$ cat src/rtl/jdd_pkg.sv
// Package for the joystick dead-man drive control block.
// Holds field widths, mode and event codes and decision thresholds.
// No dependencies.
`timescale 1ns / 1ps
`default_nettype none

package jdd_pkg;

  localparam int KIND_W  = 2;
  localparam int NUM_W   = 8;
  localparam int VAL_W   = 16;
  localparam int MODE_W  = 2;
  localparam int CMD_W   = 11;
  localparam int SCALE_W = 10;
  localparam int CFG_IDX_W = 2;

  typedef enum logic [MODE_W-1:0] {
    MODE_OFF   = 2'd0,
    MODE_ON    = 2'd1,
    MODE_ESTOP = 2'd2
  } mode_t;

  localparam logic [KIND_W-1:0] KIND_BUTTON = 2'd0;
  localparam logic [KIND_W-1:0] KIND_AXIS   = 2'd1;

  localparam logic [NUM_W-1:0] AXIS_TRIGGER   = 8'd2;
  localparam logic [NUM_W-1:0] AXIS_STICK_X   = 8'd3;
  localparam logic [NUM_W-1:0] AXIS_STICK_Y   = 8'd4;
  localparam logic [NUM_W-1:0] BUTTON_RELEASE = 8'd1;

  localparam logic signed [VAL_W-1:0] SWITCH_ON_LEVEL  = 16'sd25000;
  localparam logic signed [VAL_W-1:0] SWITCH_OFF_LEVEL = -16'sd5000;

  localparam logic [CFG_IDX_W-1:0] CFG_MAX_BRAKE    = 2'd0;
  localparam logic [CFG_IDX_W-1:0] CFG_MAX_THROTTLE = 2'd1;
  localparam logic [CFG_IDX_W-1:0] CFG_MAX_STEER    = 2'd2;

  localparam logic [SCALE_W-1:0] MAX_BRAKE_RST    = 10'd20;
  localparam logic [SCALE_W-1:0] MAX_THROTTLE_RST = 10'd20;
  localparam logic [SCALE_W-1:0] MAX_STEER_RST    = 10'd150;

endpackage

`default_nettype wire

$ cat src/rtl/jdd_in_if.sv
// Gamepad event channel: valid/ready handshake and event payload.
// Depends on jdd_pkg for field widths.
`timescale 1ns / 1ps
`default_nettype none

interface jdd_in_if import jdd_pkg::*; ();
  logic                    valid;
  logic                    ready;
  logic [KIND_W-1:0]       event_kind;
  logic [NUM_W-1:0]        control_number;
  logic signed [VAL_W-1:0] event_value;

  modport source (output valid, output event_kind, output control_number,
                  output event_value, input ready);
  modport sink   (input valid, input event_kind, input control_number,
                  input event_value, output ready);
endinterface

`default_nettype wire

$ cat src/rtl/jdd_out_if.sv
// Drive command channel: valid/ready handshake and mode/command payload.
// Depends on jdd_pkg for field widths.
`timescale 1ns / 1ps
`default_nettype none

interface jdd_out_if import jdd_pkg::*; ();
  logic                    valid;
  logic                    ready;
  logic [MODE_W-1:0]       mode;
  logic signed [CMD_W-1:0] throttle_cmd;
  logic signed [CMD_W-1:0] steer_cmd;

  modport source (output valid, output mode, output throttle_cmd,
                  output steer_cmd, input ready);
  modport sink   (input valid, input mode, input throttle_cmd,
                  input steer_cmd, output ready);
endinterface

`default_nettype wire

$ cat src/rtl/joystick_deadman_drive_control.sv
// Joystick dead-man drive control: mode, throttle and steer from gamepad events.
// Each event is registered in the input stage, then in the state registers that form the result.
// Throughput: one event per cycle unless a held result beat stalls; the stick scale (one
//   16x10 multiply and a shift-add divide by 32767) sits between the input and state registers.
// Reset (rst_n low, synchronous): mode off, commands zero, scales 20/20/150.
// Depends on jdd_pkg, jdd_in_if and jdd_out_if.
`timescale 1ns / 1ps
`default_nettype none

module joystick_deadman_drive_control import jdd_pkg::*; (
  input  wire                  clk,
  input  wire                  rst_n,
  jdd_in_if.sink               in_ch,
  jdd_out_if.source            out_ch,
  input  wire                  cfg_we,
  input  wire [CFG_IDX_W-1:0]  cfg_idx,
  input  wire [SCALE_W-1:0]    cfg_wdata
);

  localparam int PROD_W = VAL_W + SCALE_W;

  // configuration
  logic [SCALE_W-1:0] max_brake_r, max_throttle_r, max_steer_r;

  always_ff @(posedge clk) begin
    if (!rst_n) begin
      max_brake_r    <= MAX_BRAKE_RST;
      max_throttle_r <= MAX_THROTTLE_RST;
      max_steer_r    <= MAX_STEER_RST;
    end else if (cfg_we) begin
      unique case (cfg_idx)
        CFG_MAX_BRAKE:    max_brake_r    <= cfg_wdata;
        CFG_MAX_THROTTLE: max_throttle_r <= cfg_wdata;
        CFG_MAX_STEER:    max_steer_r    <= cfg_wdata;
        default: ;
      endcase
    end
  end

  // input register stage
  logic                    s1_valid_r;
  logic [KIND_W-1:0]       s1_kind_r;
  logic [NUM_W-1:0]        s1_num_r;
  logic signed [VAL_W-1:0] s1_val_r;
  logic                    out_valid_r;
  logic                    s1_adv;

  assign s1_adv      = s1_valid_r && (!out_valid_r || out_ch.ready);
  assign in_ch.ready = !s1_valid_r || s1_adv;

  always_ff @(posedge clk) begin
    if (!rst_n) begin
      s1_valid_r <= 1'b0;
    end else if (in_ch.ready) begin
      s1_valid_r <= in_ch.valid;
    end
  end

  always_ff @(posedge clk) begin
    if (in_ch.valid && in_ch.ready) begin
      s1_kind_r <= in_ch.event_kind;
      s1_num_r  <= in_ch.control_number;
      s1_val_r  <= in_ch.event_value;
    end
  end

  // stick scaling: sign-magnitude multiply, then divide by 2^15-1 with
  // q = (p + (p >> 15) + 1) >> 15, exact for p below 2^30 - 1
  logic signed [VAL_W-1:0] neg_val;
  logic signed [VAL_W-1:0] sc_val;
  logic [SCALE_W-1:0]      sc_gain;
  logic                    sc_neg;
  logic [VAL_W-1:0]        sc_mag;
  logic [PROD_W-1:0]       sc_prod;
  logic [PROD_W:0]         sc_sum;
  logic [CMD_W-1:0]        sc_quo;
  logic signed [CMD_W-1:0] sc_res;

  always_comb begin
    neg_val = -s1_val_r;  // wraps at the most negative value
    if (s1_num_r == AXIS_STICK_Y) begin
      sc_val  = neg_val;
      sc_gain = (!neg_val[VAL_W-1] && (neg_val != '0)) ? max_throttle_r : max_brake_r;
    end else begin
      sc_val  = s1_val_r;
      sc_gain = max_steer_r;
    end
    sc_neg  = sc_val[VAL_W-1];
    sc_mag  = sc_neg ? VAL_W'(-sc_val) : VAL_W'(sc_val);
    sc_prod = PROD_W'(sc_mag) * PROD_W'(sc_gain);
    sc_sum  = (PROD_W+1)'(sc_prod) + (PROD_W+1)'(sc_prod >> 15) + (PROD_W+1)'(1);
    sc_quo  = sc_sum[15 +: CMD_W];
    sc_res  = sc_neg ? -$signed(sc_quo) : $signed(sc_quo);
  end

  // mode and command state; the state registers are the result payload
  mode_t                   mode_r, mode_nxt;
  logic signed [CMD_W-1:0] throttle_r, throttle_nxt;
  logic signed [CMD_W-1:0] steer_r, steer_nxt;
  logic                    is_axis, is_trigger;

  always_comb begin
    mode_nxt     = mode_r;
    throttle_nxt = throttle_r;
    steer_nxt    = steer_r;
    is_axis      = (s1_kind_r == KIND_AXIS);
    is_trigger   = is_axis && (s1_num_r == AXIS_TRIGGER);
    unique case (mode_r)
      MODE_ON: begin
        if (is_trigger) begin
          if (s1_val_r < SWITCH_OFF_LEVEL) begin
            mode_nxt     = MODE_ESTOP;
            throttle_nxt = $signed({1'b0, max_brake_r});
            steer_nxt    = '0;
          end
        end else if (is_axis && (s1_num_r == AXIS_STICK_Y)) begin
          throttle_nxt = sc_res;
        end else if (is_axis && (s1_num_r == AXIS_STICK_X)) begin
          steer_nxt = sc_res;
        end
      end
      default: begin
        // stop falls through to the off handling
        if ((mode_r == MODE_ESTOP) && (s1_kind_r == KIND_BUTTON) &&
            (s1_num_r == BUTTON_RELEASE)) begin
          mode_nxt = MODE_OFF;
        end else if (is_trigger && (s1_val_r > SWITCH_ON_LEVEL)) begin
          mode_nxt     = MODE_ON;
          throttle_nxt = '0;
          steer_nxt    = '0;
        end
      end
    endcase
  end

  always_ff @(posedge clk) begin
    if (!rst_n) begin
      mode_r      <= MODE_OFF;
      throttle_r  <= '0;
      steer_r     <= '0;
      out_valid_r <= 1'b0;
    end else begin
      if (s1_adv) begin
        mode_r     <= mode_nxt;
        throttle_r <= throttle_nxt;
        steer_r    <= steer_nxt;
      end
      // hold the beat until taken, reload when the next event advances
      if (s1_adv) begin
        out_valid_r <= 1'b1;
      end else if (out_ch.ready) begin
        out_valid_r <= 1'b0;
      end
    end
  end

  assign out_ch.valid        = out_valid_r;
  assign out_ch.mode         = mode_r;
  assign out_ch.throttle_cmd = throttle_r;
  assign out_ch.steer_cmd    = steer_r;

  // checks
  a_state_hold: assert property (@(posedge clk) disable iff (!rst_n)
    !s1_adv |=> $stable(mode_r) && $stable(throttle_r) && $stable(steer_r))
    else $error("drive state changed without an event advancing");

  a_turn_on_clear: assert property (@(posedge clk) disable iff (!rst_n)
    (mode_r == MODE_ON) && ($past(mode_r) != MODE_ON) |->
      (throttle_r == '0) && (steer_r == '0))
    else $error("commands not cleared on turn-on");

  a_estop_entry: assert property (@(posedge clk) disable iff (!rst_n)
    (mode_r == MODE_ESTOP) && ($past(mode_r) == MODE_ON) |->
      (steer_r == '0) && (throttle_r == $signed({1'b0, $past(max_brake_r)})))
    else $error("emergency stop entered without brake and zero steer");

  a_no_skip_from_off: assert property (@(posedge clk) disable iff (!rst_n)
    (mode_r == MODE_ESTOP) && ($past(mode_r) != MODE_ESTOP) |->
      ($past(mode_r) == MODE_ON))
    else $error("emergency stop reached from a mode other than on");

  a_result_pending: assert property (@(posedge clk) disable iff (!rst_n)
    s1_adv |=> out_valid_r)
    else $error("advanced event produced no result beat");

endmodule

`default_nettype wire

$ cat src/flat_wrapper.sv
// flat-port wrapper written by rule: the top's interface ports become plain ports
module joystick_deadman_drive_control_flat import jdd_pkg::*;
  (clk, rst_n, cfg_we, cfg_idx, cfg_wdata, in_ch_valid, in_ch_event_kind, in_ch_control_number, in_ch_event_value, in_ch_ready, out_ch_valid, out_ch_mode, out_ch_throttle_cmd, out_ch_steer_cmd, out_ch_ready);
  jdd_in_if in_ch_i ();
  jdd_out_if out_ch_i ();
  input  wire clk;
  input  wire rst_n;
  input  wire cfg_we;
  input  wire [CFG_IDX_W-1:0] cfg_idx;
  input  wire [SCALE_W-1:0] cfg_wdata;
  input wire logic [$bits(in_ch_i.valid)-1:0] in_ch_valid;
  input wire logic [$bits(in_ch_i.event_kind)-1:0] in_ch_event_kind;
  input wire logic [$bits(in_ch_i.control_number)-1:0] in_ch_control_number;
  input wire logic [$bits(in_ch_i.event_value)-1:0] in_ch_event_value;
  output wire logic [$bits(in_ch_i.ready)-1:0] in_ch_ready;
  output wire logic [$bits(out_ch_i.valid)-1:0] out_ch_valid;
  output wire logic [$bits(out_ch_i.mode)-1:0] out_ch_mode;
  output wire logic [$bits(out_ch_i.throttle_cmd)-1:0] out_ch_throttle_cmd;
  output wire logic [$bits(out_ch_i.steer_cmd)-1:0] out_ch_steer_cmd;
  input wire logic [$bits(out_ch_i.ready)-1:0] out_ch_ready;
  assign in_ch_i.valid = in_ch_valid;
  assign in_ch_i.event_kind = in_ch_event_kind;
  assign in_ch_i.control_number = in_ch_control_number;
  assign in_ch_i.event_value = in_ch_event_value;
  assign in_ch_ready = in_ch_i.ready;
  assign out_ch_valid = out_ch_i.valid;
  assign out_ch_mode = out_ch_i.mode;
  assign out_ch_throttle_cmd = out_ch_i.throttle_cmd;
  assign out_ch_steer_cmd = out_ch_i.steer_cmd;
  assign out_ch_i.ready = out_ch_ready;
  joystick_deadman_drive_control u_core (.clk(clk), .rst_n(rst_n), .in_ch(in_ch_i), .out_ch(out_ch_i), .cfg_we(cfg_we), .cfg_idx(cfg_idx), .cfg_wdata(cfg_wdata));
endmodule
$ cat config.mk
export PLATFORM = sky130hd
export DESIGN_NAME = joystick_deadman_drive_control_flat
export DESIGN_NICKNAME = d
export VERILOG_FILES = /design/src/rtl/jdd_pkg.sv /design/src/rtl/jdd_in_if.sv /design/src/rtl/jdd_out_if.sv /design/src/rtl/joystick_deadman_drive_control.sv /design/src/flat_wrapper.sv
export SDC_FILE = /design/constraint.sdc
export NUM_CORES = 1
export LEC_CHECK = 0
export BUFFER_PORTS_ARGS = -buffer_cell sky130_fd_sc_hd__buf_2
export CORE_UTILIZATION = 35
export CTS_CLUSTER_SIZE = 24
export DETAILED_ROUTE_END_ITERATION = 8
export SYNTH_ARGS = -nofsm -noshare
export SYNTH_HDL_FRONTEND = slang
export SYNTH_SLANG_ARGS = --single-unit
$ cat constraint.sdc
create_clock -name clk -period 21.1 [get_ports clk]
set_input_delay 0 -clock clk [delete_from_list [all_inputs] [get_ports clk]]
set_output_delay 0 -clock clk [all_outputs]
set_load 0.02 [all_outputs]
Word-level counts from Yosys, hierarchy flattened. Cells that the tools add are included. W data, S select, Z words.

Output and inout port bits: 26. Input port bits: 43. Register bits after elaboration: 82.

Multiplexer cells: 23. Eq/ne operators: 16. Magnitude comparators: 2. Multipliers: 1. Reductions and logical operators: 26. Add/subtract/negate cells: 5.

Operators with widths (number): $mux W11 (12); $mux W16 (2); $neg A16 Y16 (2); $add A26 B1 Y26 const B (1); $add A26 B11 Y26 (1); $mul A16 B10 Y26 (1); $mux W10 (2); $eq A8 B2 Y1 const B (2); $gt A16 B16 Y1 const B (1); $lt A16 B14 Y1 const B (1); $reduce_bool A16 Y1 (1); $neg A11 Y11 (1); $mux W2 (5); $logic_and A1 B1 Y1 (9); $eq A8 B1 Y1 const B (1); $eq A8 B3 Y1 const B (1); $eq A2 B1 Y1 const B (3); $ne A3 B1 Y1 const B (2); $reduce_and A2 Y1 (3); $reduce_and A6 Y1 (1); $reduce_and A5 Y1 (1); $eq A2 B2 Y1 const B (2); $logic_not A2 Y1 (2); $ne A2 B1 Y1 const B (2); other kinds (9) (14).

Longest topological paths before layout. Gate-level depths: netlist of run 1.

Depth in word-level cells: 14. Gate-level depth with buffers: 54.

Least setup slack after synthesis of run 1. No wires, ideal clock.

Kind: reg2reg. Start: register u_core.s1_val_r[0]. End: register u_core.steer_r[6] (netlist: u_core.out_ch.steer_cmd[6]). Path slack: 10.025 ns. Clock period less this slack: 11.075 ns. Library setup time: 0.062 ns. Arrival time: 11.012 ns. Path buffers: 3. Cell stages (with the launch flop): 52. Path through: edfxtp_1 clkbuf_1 inv_1 ha_1 or3b_1 buf_2 nand3_1 o31ai_1 and4b_1 a41oi_2 buf_1 mux2i_1 nor2_1 a21oi_1 inv_1 and2_1 fa_1 inv_1 (+16 left out) o21ai_0 a21oi_1 xnor2_1 ha_1 and3_1 a221oi_1 a211o_1 a21oi_1 a21o_2 nand2_1 xnor2_1 ha_1 and3_1 nand3_1 a21boi_4 nand3_2 a2111o_1 nand3_1.

Word-level cells in the longest chain between the ends: 14.

Ends and longest elaborated chain: from (decl) (RTL line joystick_deadman_drive_control.sv:44) `logic signed [VAL_W-1:0] s1_val_r;`; from (signal assigned) (RTL line joystick_deadman_drive_control.sv:63) `s1_val_r <= in_ch.event_value;`; parallel branches: the longest is 14 deep, another holds $mul A16 B10 Y26; to (signal assigned) (RTL line joystick_deadman_drive_control.sv:146) `steer_r <= steer_nxt;`; to (decl) (RTL line joystick_deadman_drive_control.sv:99) `logic signed [CMD_W-1:0] steer_r, steer_nxt;`.

Parallel ways; which one is timed is not known. The select of a mux whose other input is x is not followed. A chain may end at the register's enable or synchronous reset.

Final worst setup path of run 1. Same ends and word-level chain as after synthesis.

==> flow_metrics.env, run 1 <==
export IMPL_status="finished clean"
export IMPL_yosys_most_used_dff="dfxtp_1"
export IMPL_row_count=63
export IMPL_cts_sinks=82
export IMPL_worstSetupPathType="flop to flop"
export IMPL_synth_top_area_share_pct=20.9
export IMPL_drive_above_1_share_pct=9.40
export IMPL_clockBufferDepth=2
export IMPL_critical_path_required_ns=21.38
export IMPL_cp_start_kind="flop"
export IMPL_core_area_sq_um=29600
export IMPL_async_reset_ff_share_pct=0
export IMPL_synth_top_area_cell="fa_1"
export IMPL_seq_area_frac_synth_pct=18.1
export IMPL_wl_um=28200
export IMPL_max_freq_mhz=75.9
export IMPL_vias=9010
export IMPL_crit_slowest_cell="a41oi_2"
export IMPL_cts_root_buffer="clkbuf_16"
export IMPL_min_path_type="input pin to flop"
export IMPL_place_ws_ns=8.06
export IMPL_met3_usage_pct=2.01
export IMPL_synth_cell_types=87
export IMPL_synthTopCellsByCount="nand2_1 (171), inv_1 (148), fa_1 (110)"
export IMPL_fillers=3091
export IMPL_setup_ws_ns=7.92
export IMPL_max_stage_delay_ns=0.85
export IMPL_fp_dieW_um=175
export IMPL_firstDrtPassIters=7
export IMPL_min_period_ns=13.18
export IMPL_slew_headroom_pct=23.9
export IMPL_syn2layout_area_growth_pct=13.7
export IMPL_skew_ns=0.00985
export IMPL_cts_tree="built"
export IMPL_rsz0062_at_grt="no"
export IMPL_synth_nets=1478
export IMPL_critPathTopFamily="compound AO/OA/AOI/OAI gates"
export IMPL_vias_per_cell=5.21
export IMPL_synth_edf_count=26
export IMPL_gr_total_overflow=0
export IMPL_fin_nets=1562
export IMPL_finalSetupViolCount=0
export IMPL_avgSynthCellArea_sq_um=8.41
export IMPL_ir_drop_mv=0.0911
export IMPL_crit_path_end_kind="flop"
export IMPL_post_cts_buffers=0
export IMPL_use_met2_pct=31.1
export IMPL_gp_congestion=0.865
export IMPL_io_buffers=68
export IMPL_p_leak_nw=5.44
export IMPL_cap_viol_max_count=0
export IMPL_pin_count=69
export IMPL_ant_nets=0
export IMPL_worst_slew_pin_slew_ns=1.14
export IMPL_ctsHtreeMaxLevel=3
export IMPL_grt_max_degree=60
export IMPL_place_hpwl_um=22300
export IMPL_met1_usage_pct=25.6
export IMPL_hold_viol=0
export IMPL_path_buf_inv=7
export IMPL_synth_warning_count=0
export IMPL_cts_hold_buffers=38
export IMPL_grt_pass1_vias=8843
export IMPL_synth_seq_cells=82
export IMPL_cts_buffers=9
export IMPL_insertion_delay_ns=0.35
export IMPL_globalRouteTotalUtil_pct=18.6
export IMPL_path_max_fanout=12
export IMPL_yosysMostFrequentCell="nand2_1"
export IMPL_synthTopCellsByArea="fa_1 (21%), dfxtp_1 (11%), ha_1 (8.7%)"
export IMPL_chipHeight_um=175
export IMPL_clk_pin_slew_ns=0.07
export IMPL_die_area_sq_um=30800
export IMPL_tns_ns=0
export IMPL_first_iter_violations=490
export IMPL_detail_route_wl_per_cell_um=16.3
export IMPL_cts_resized_gates=0
export IMPL_syn_inst=1252
export IMPL_powerDensity_nw_per_um2=142
export IMPL_grt_pass1_wl_um=45600
export IMPL_synth_cell_area_sq_um=10500
export IMPL_crit_top_cell="inv_1"
export IMPL_grt_busiest_layer="met2"
export IMPL_start_util_pct=35.5
export IMPL_drc_errors=0
export IMPL_diodes=0
export IMPL_post_route_period_util_pct=62.5
export IMPL_cp_arrival_ns=13.46
export IMPL_antenna_found_initial=0
export IMPL_drv_slew=0
tightest hold or removal path, delay by kind of cell:
kind / cells / cell delay (ns)
simple gates: 2 / 0.21
mux: 1 / 0.15
buf+inv: 1 / 0.11
cell type report:
class                           count  area, sq um  area share (%)
Multi-Input combinational cell    976         7900            66.0
Sequential cell                    82         1900            15.9
Timing Repair Buffer              118          811            6.77
Inverter                          149          559            4.67
Tap cell                          390          488            4.08
Clock buffer                        9          225            1.88
Clock inverter                      7         88.8           0.742
where the power goes:
group          internal (mW)  switching [mW]  total [mW]
logic                  0.506           0.854        1.36
clock network         0.0942          0.0722       0.166
registers              0.168         0.00672       0.175
total                  0.769           0.933        1.70
flip-flops by register name, summed over array words and instances, names as in the netlist:
name,count
u_core.out_ch.valid,1
u_core.s1_val_r,16
u_core.max_throttle_r,10
u_core.s1_num_r,8
u_core.s1_valid_r,1
u_core.s1_kind_r,2
u_core.out_ch.mode,2
u_core.out_ch.throttle_cmd,11
u_core.out_ch.steer_cmd,11
u_core.max_brake_r,10
u_core.max_steer_r,10
layout by cell type (no fill, tap or decap), drive strengths merged, types with 8 or more instances in the layout:
master / instances
a21boi: 12
a21o: 15
a21oi: 49
a31oi: 14
and2: 30
and3: 11
buf: 80
clkbuf: 9
dfxtp: 56
dlygate4sd3: 38
edfxtp: 26
fa: 110
ha: 73
inv: 150
mux2i: 33
nand2: 171
nand2b: 19
nand3: 39
nor2: 93
nor2b: 35
nor3: 24
nor4: 12
o211ai: 11
o21ai: 49
o31ai: 9
or3: 8
xnor2: 46
xor2: 20
through the flow:
step	hold slack [ns]	utilization (%)	instance area (sq um)	total power [mW]	std cells
after floorplan	0.0989	-	10500	1.20	1252
after global placement	0.177	38.0	11300	1.52	1677
after detailed placement	0.178	38.0	11300	1.52	1677
after CTS	0.148	40.4	12000	1.70	1731
after global routing	0.183	40.4	12000	1.88	1731
final	0.153	40.4	12000	1.70	1731
worst paths after layout:
kind	from	endpoint	slack, ns	cells after the start
worst min register to register	u_core.max_steer_r[6]	u_core.max_steer_r[6]	0.47	2
worst max register to register	u_core.s1_val_r[0]	u_core.out_ch.steer_cmd[6]	7.92	43
worst min-delay path	cfg_idx[0]	u_core.max_brake_r[4]	0.15	4
worst max-delay path	u_core.s1_val_r[0]	u_core.out_ch.steer_cmd[6]	7.92	43
per-layer routing:
| layer | up-vias | wire (um) |
|---|---|---|
| met1 | 4421 | 13200 |
| met5 | - | 0 |
| met2 | 199 | 13500 |
| met4 | 0 | 423 |
| met3 | 29 | 1070 |
| li1 | 4361 | - |
cells by family after synthesis:
kind of cell	Yosys count	synth area share, %
buf+inv	194	7.06
xor+xnor	66	5.49
fa+ha+maj	183	29.6
mux	34	3.24
simple gates	479	22.4
compound gates	214	14.2
flops	82	18.1
Note: power is estimated with default switching activity, not from simulation.
==> inputs of run 2 (changes only) <==
- clock period: 21.1 -> 12.98 ns (I/O delays scaled with it)
==> flow_metrics.env, run 2 (same netlist as run 1, synthesis figures left out) <==
export IMPL_status="finished clean"
export IMPL_largest_register_ffs=16
export IMPL_clk_pin_slew_ns=0.07
export IMPL_fin_nets=1577
export IMPL_place_hpwl_um=22700
export IMPL_met1_usage_pct=25.5
export IMPL_first_iter_violations=506
export IMPL_cp_arrival_ns=12.26
export IMPL_ir_drop_mv=0.193
export IMPL_detail_route_wl_per_cell_um=16.2
export IMPL_worst_slew_pin_slew_ns=1.13
export IMPL_max_stage_delay_ns=0.60
export IMPL_cp_start_kind="flop"
export IMPL_grt_busiest_layer="met2"
export IMPL_max_freq_mhz=83.6
export IMPL_crit_slowest_cell="a41oi_4"
export IMPL_path_depth=47
export IMPL_clkPwrFrac_pct=9.5
export IMPL_path_buf_inv=6
export IMPL_ctsHtreeMaxLevel=3
export IMPL_worstSetupPathType="flop to flop"
export IMPL_drv_slew=0
export IMPL_hold_viol=0
export IMPL_critical_path_required_ns=13.28
export IMPL_postPlaceCellArea_sq_um=11400
export IMPL_vias_per_cell=5.21
export IMPL_cap_viol_max_count=0
export IMPL_tns_ns=0
export IMPL_powerDensity_nw_per_um2=231
export IMPL_postLayoutCellArea_sq_um=12100
export IMPL_final_common_cell="nand2_1"
export IMPL_critPathTopFamily="adder cells"
export IMPL_r2r_cells=47
export IMPL_drc_errors=0
export IMPL_row_count=63
export IMPL_power_switching_mw=1.55
export IMPL_slew_headroom_pct=25.0
export IMPL_p_int_mw=1.25
export IMPL_gp_congestion=0.853
export IMPL_cts_sinks=82
export IMPL_top_register="u_core.s1_val_r"
export IMPL_firstDrtPassIters=5
export IMPL_pin_count=69
export IMPL_core_area_sq_um=29600
export IMPL_p_leak_nw=5.51
export IMPL_path_max_fanout=12
export IMPL_drive_above_1_share_pct=10.5
export IMPL_fillers=3070
export IMPL_globalRouteTotalUtil_pct=18.8
export IMPL_pwr_share_seq_pct=10.2
export IMPL_grt_pass1_wl_um=45900
export IMPL_grt_max_degree=60
export IMPL_holdPathStages=4
export IMPL_start_util_pct=35.5
export IMPL_layout_common_cells="nand2_1 (171), inv_1 (148), fa_1 (110), nor2_1 (92), ha_1 (73)"
export IMPL_skew_ns=0.00600
export IMPL_cts_buffers=9
export IMPL_min_path_type="input pin to flop"
export IMPL_clockBufferDepth=2
export IMPL_p_comb_share_pct=80.3
export IMPL_rsz0062_at_grt="no"
export IMPL_ant_nets=0
export IMPL_insertion_delay_ns=0.36
export IMPL_fp_dieW_um=175
export IMPL_min_period_ns=11.97
export IMPL_use_met2_pct=32.1
export IMPL_grt_pass1_vias=8877
export IMPL_cts_tree="built"
export IMPL_diodes=0
export IMPL_multi_input_area_sq_um=7920
export IMPL_die_area_sq_um=30800
export IMPL_finalSetupViolCount=0
export IMPL_crit_path_end_kind="flop"
export IMPL_vias=9092
export IMPL_antenna_found_initial=1
export IMPL_seqCellArea_sq_um=1900
export IMPL_gr_total_overflow=0
export IMPL_wl_um=28400
export IMPL_syn2layout_area_growth_pct=14.9
export IMPL_cts_root_buffer="clkbuf_16"
export IMPL_io_buffers=68
export IMPL_post_route_period_util_pct=92.2
export IMPL_met3_usage_pct=1.88
export IMPL_chipHeight_um=175
export IMPL_swShare_pct=55.3
[run 2: cell types whose count changed in the layout (fill, tap and decap cells not counted), sizes merged]
cell and change:
bufinv -1, clkinv -2, buf +15, inv +3
[run 2: layout make-up]
type	instances	share of cell area [%]
inverter	149	4.62
tap	390	4.03
timing repair buffer	133	7.63
clock buffer	9	1.86
sequential	82	15.7
multi-input combinational	976	65.5
clock inverter	7	0.631
[run 2: through the flow]
stage | setup slack [ns] | util (%) | std cells | hold slack, ns | power [mW]
CTS | 0.596 | 40.7 | 1746 | 0.133 | 2.79
global placement | 0.975 | 38.4 | 1692 | 0.177 | 2.48
finish | 1.01 | 40.8 | 1746 | 0.137 | 2.80
global route | 0.120 | 40.8 | 1746 | 0.171 | 3.09
floorplan | 1.91 | - | 1252 | 0.0989 | 1.96
detailed placement | 0.652 | 38.4 | 1692 | 0.178 | 2.50
[run 2: worst register-to-register path, delay by kind of cell (launching register included)]
family | cells | cell delay (ns)
fa+ha+maj | 9 | 3.91
simple gates | 12 | 2.07
mux | 1 | 0.27
compound gates | 17 | 3.84
xor+xnor | 2 | 0.52
buf+inv | 6 | 0.71
flops | 1 | 0.59
[run 2: power by group through the flow]
stage	combinational [mW]	clock, mW	sequential (mW)
after global routing	2.53	0.279	0.286
final	2.25	0.265	0.285
after CTS	2.23	0.271	0.284
after floorplan	1.67	0	0.284
after detailed placement	2.20	0	0.290
after global placement	2.19	0	0.290
[run 2: path summary, 6_finish.rpt]
path / slack [ns] / end / startpoint
setup / recovery: 1.01 / u_core.out_ch.steer_cmd[6] / u_core.s1_val_r[0]
hold / removal: 0.14 / u_core.max_brake_r[2] / cfg_idx[1]
setup reg to reg: 1.01 / u_core.out_ch.steer_cmd[6] / u_core.s1_val_r[0]
hold reg to reg: 0.47 / u_core.max_steer_r[0] / u_core.max_steer_r[0]
[run 2: repair_timing]
item                                    in CTS  in global routing
hold endpoints to repair                    58                  0
gates resized for setup                      0                  5
buffers inserted                             0                  0
endpoints found under the setup margin       0                  9
hold buffers                                38                  0
[run 2: metal layers]
metal  wire length (um)  part of all wire (%)
met1              13100                    46
met2              13700                    48
met3               1080                   3.8
met4                477                   1.7
met5                  0                     0
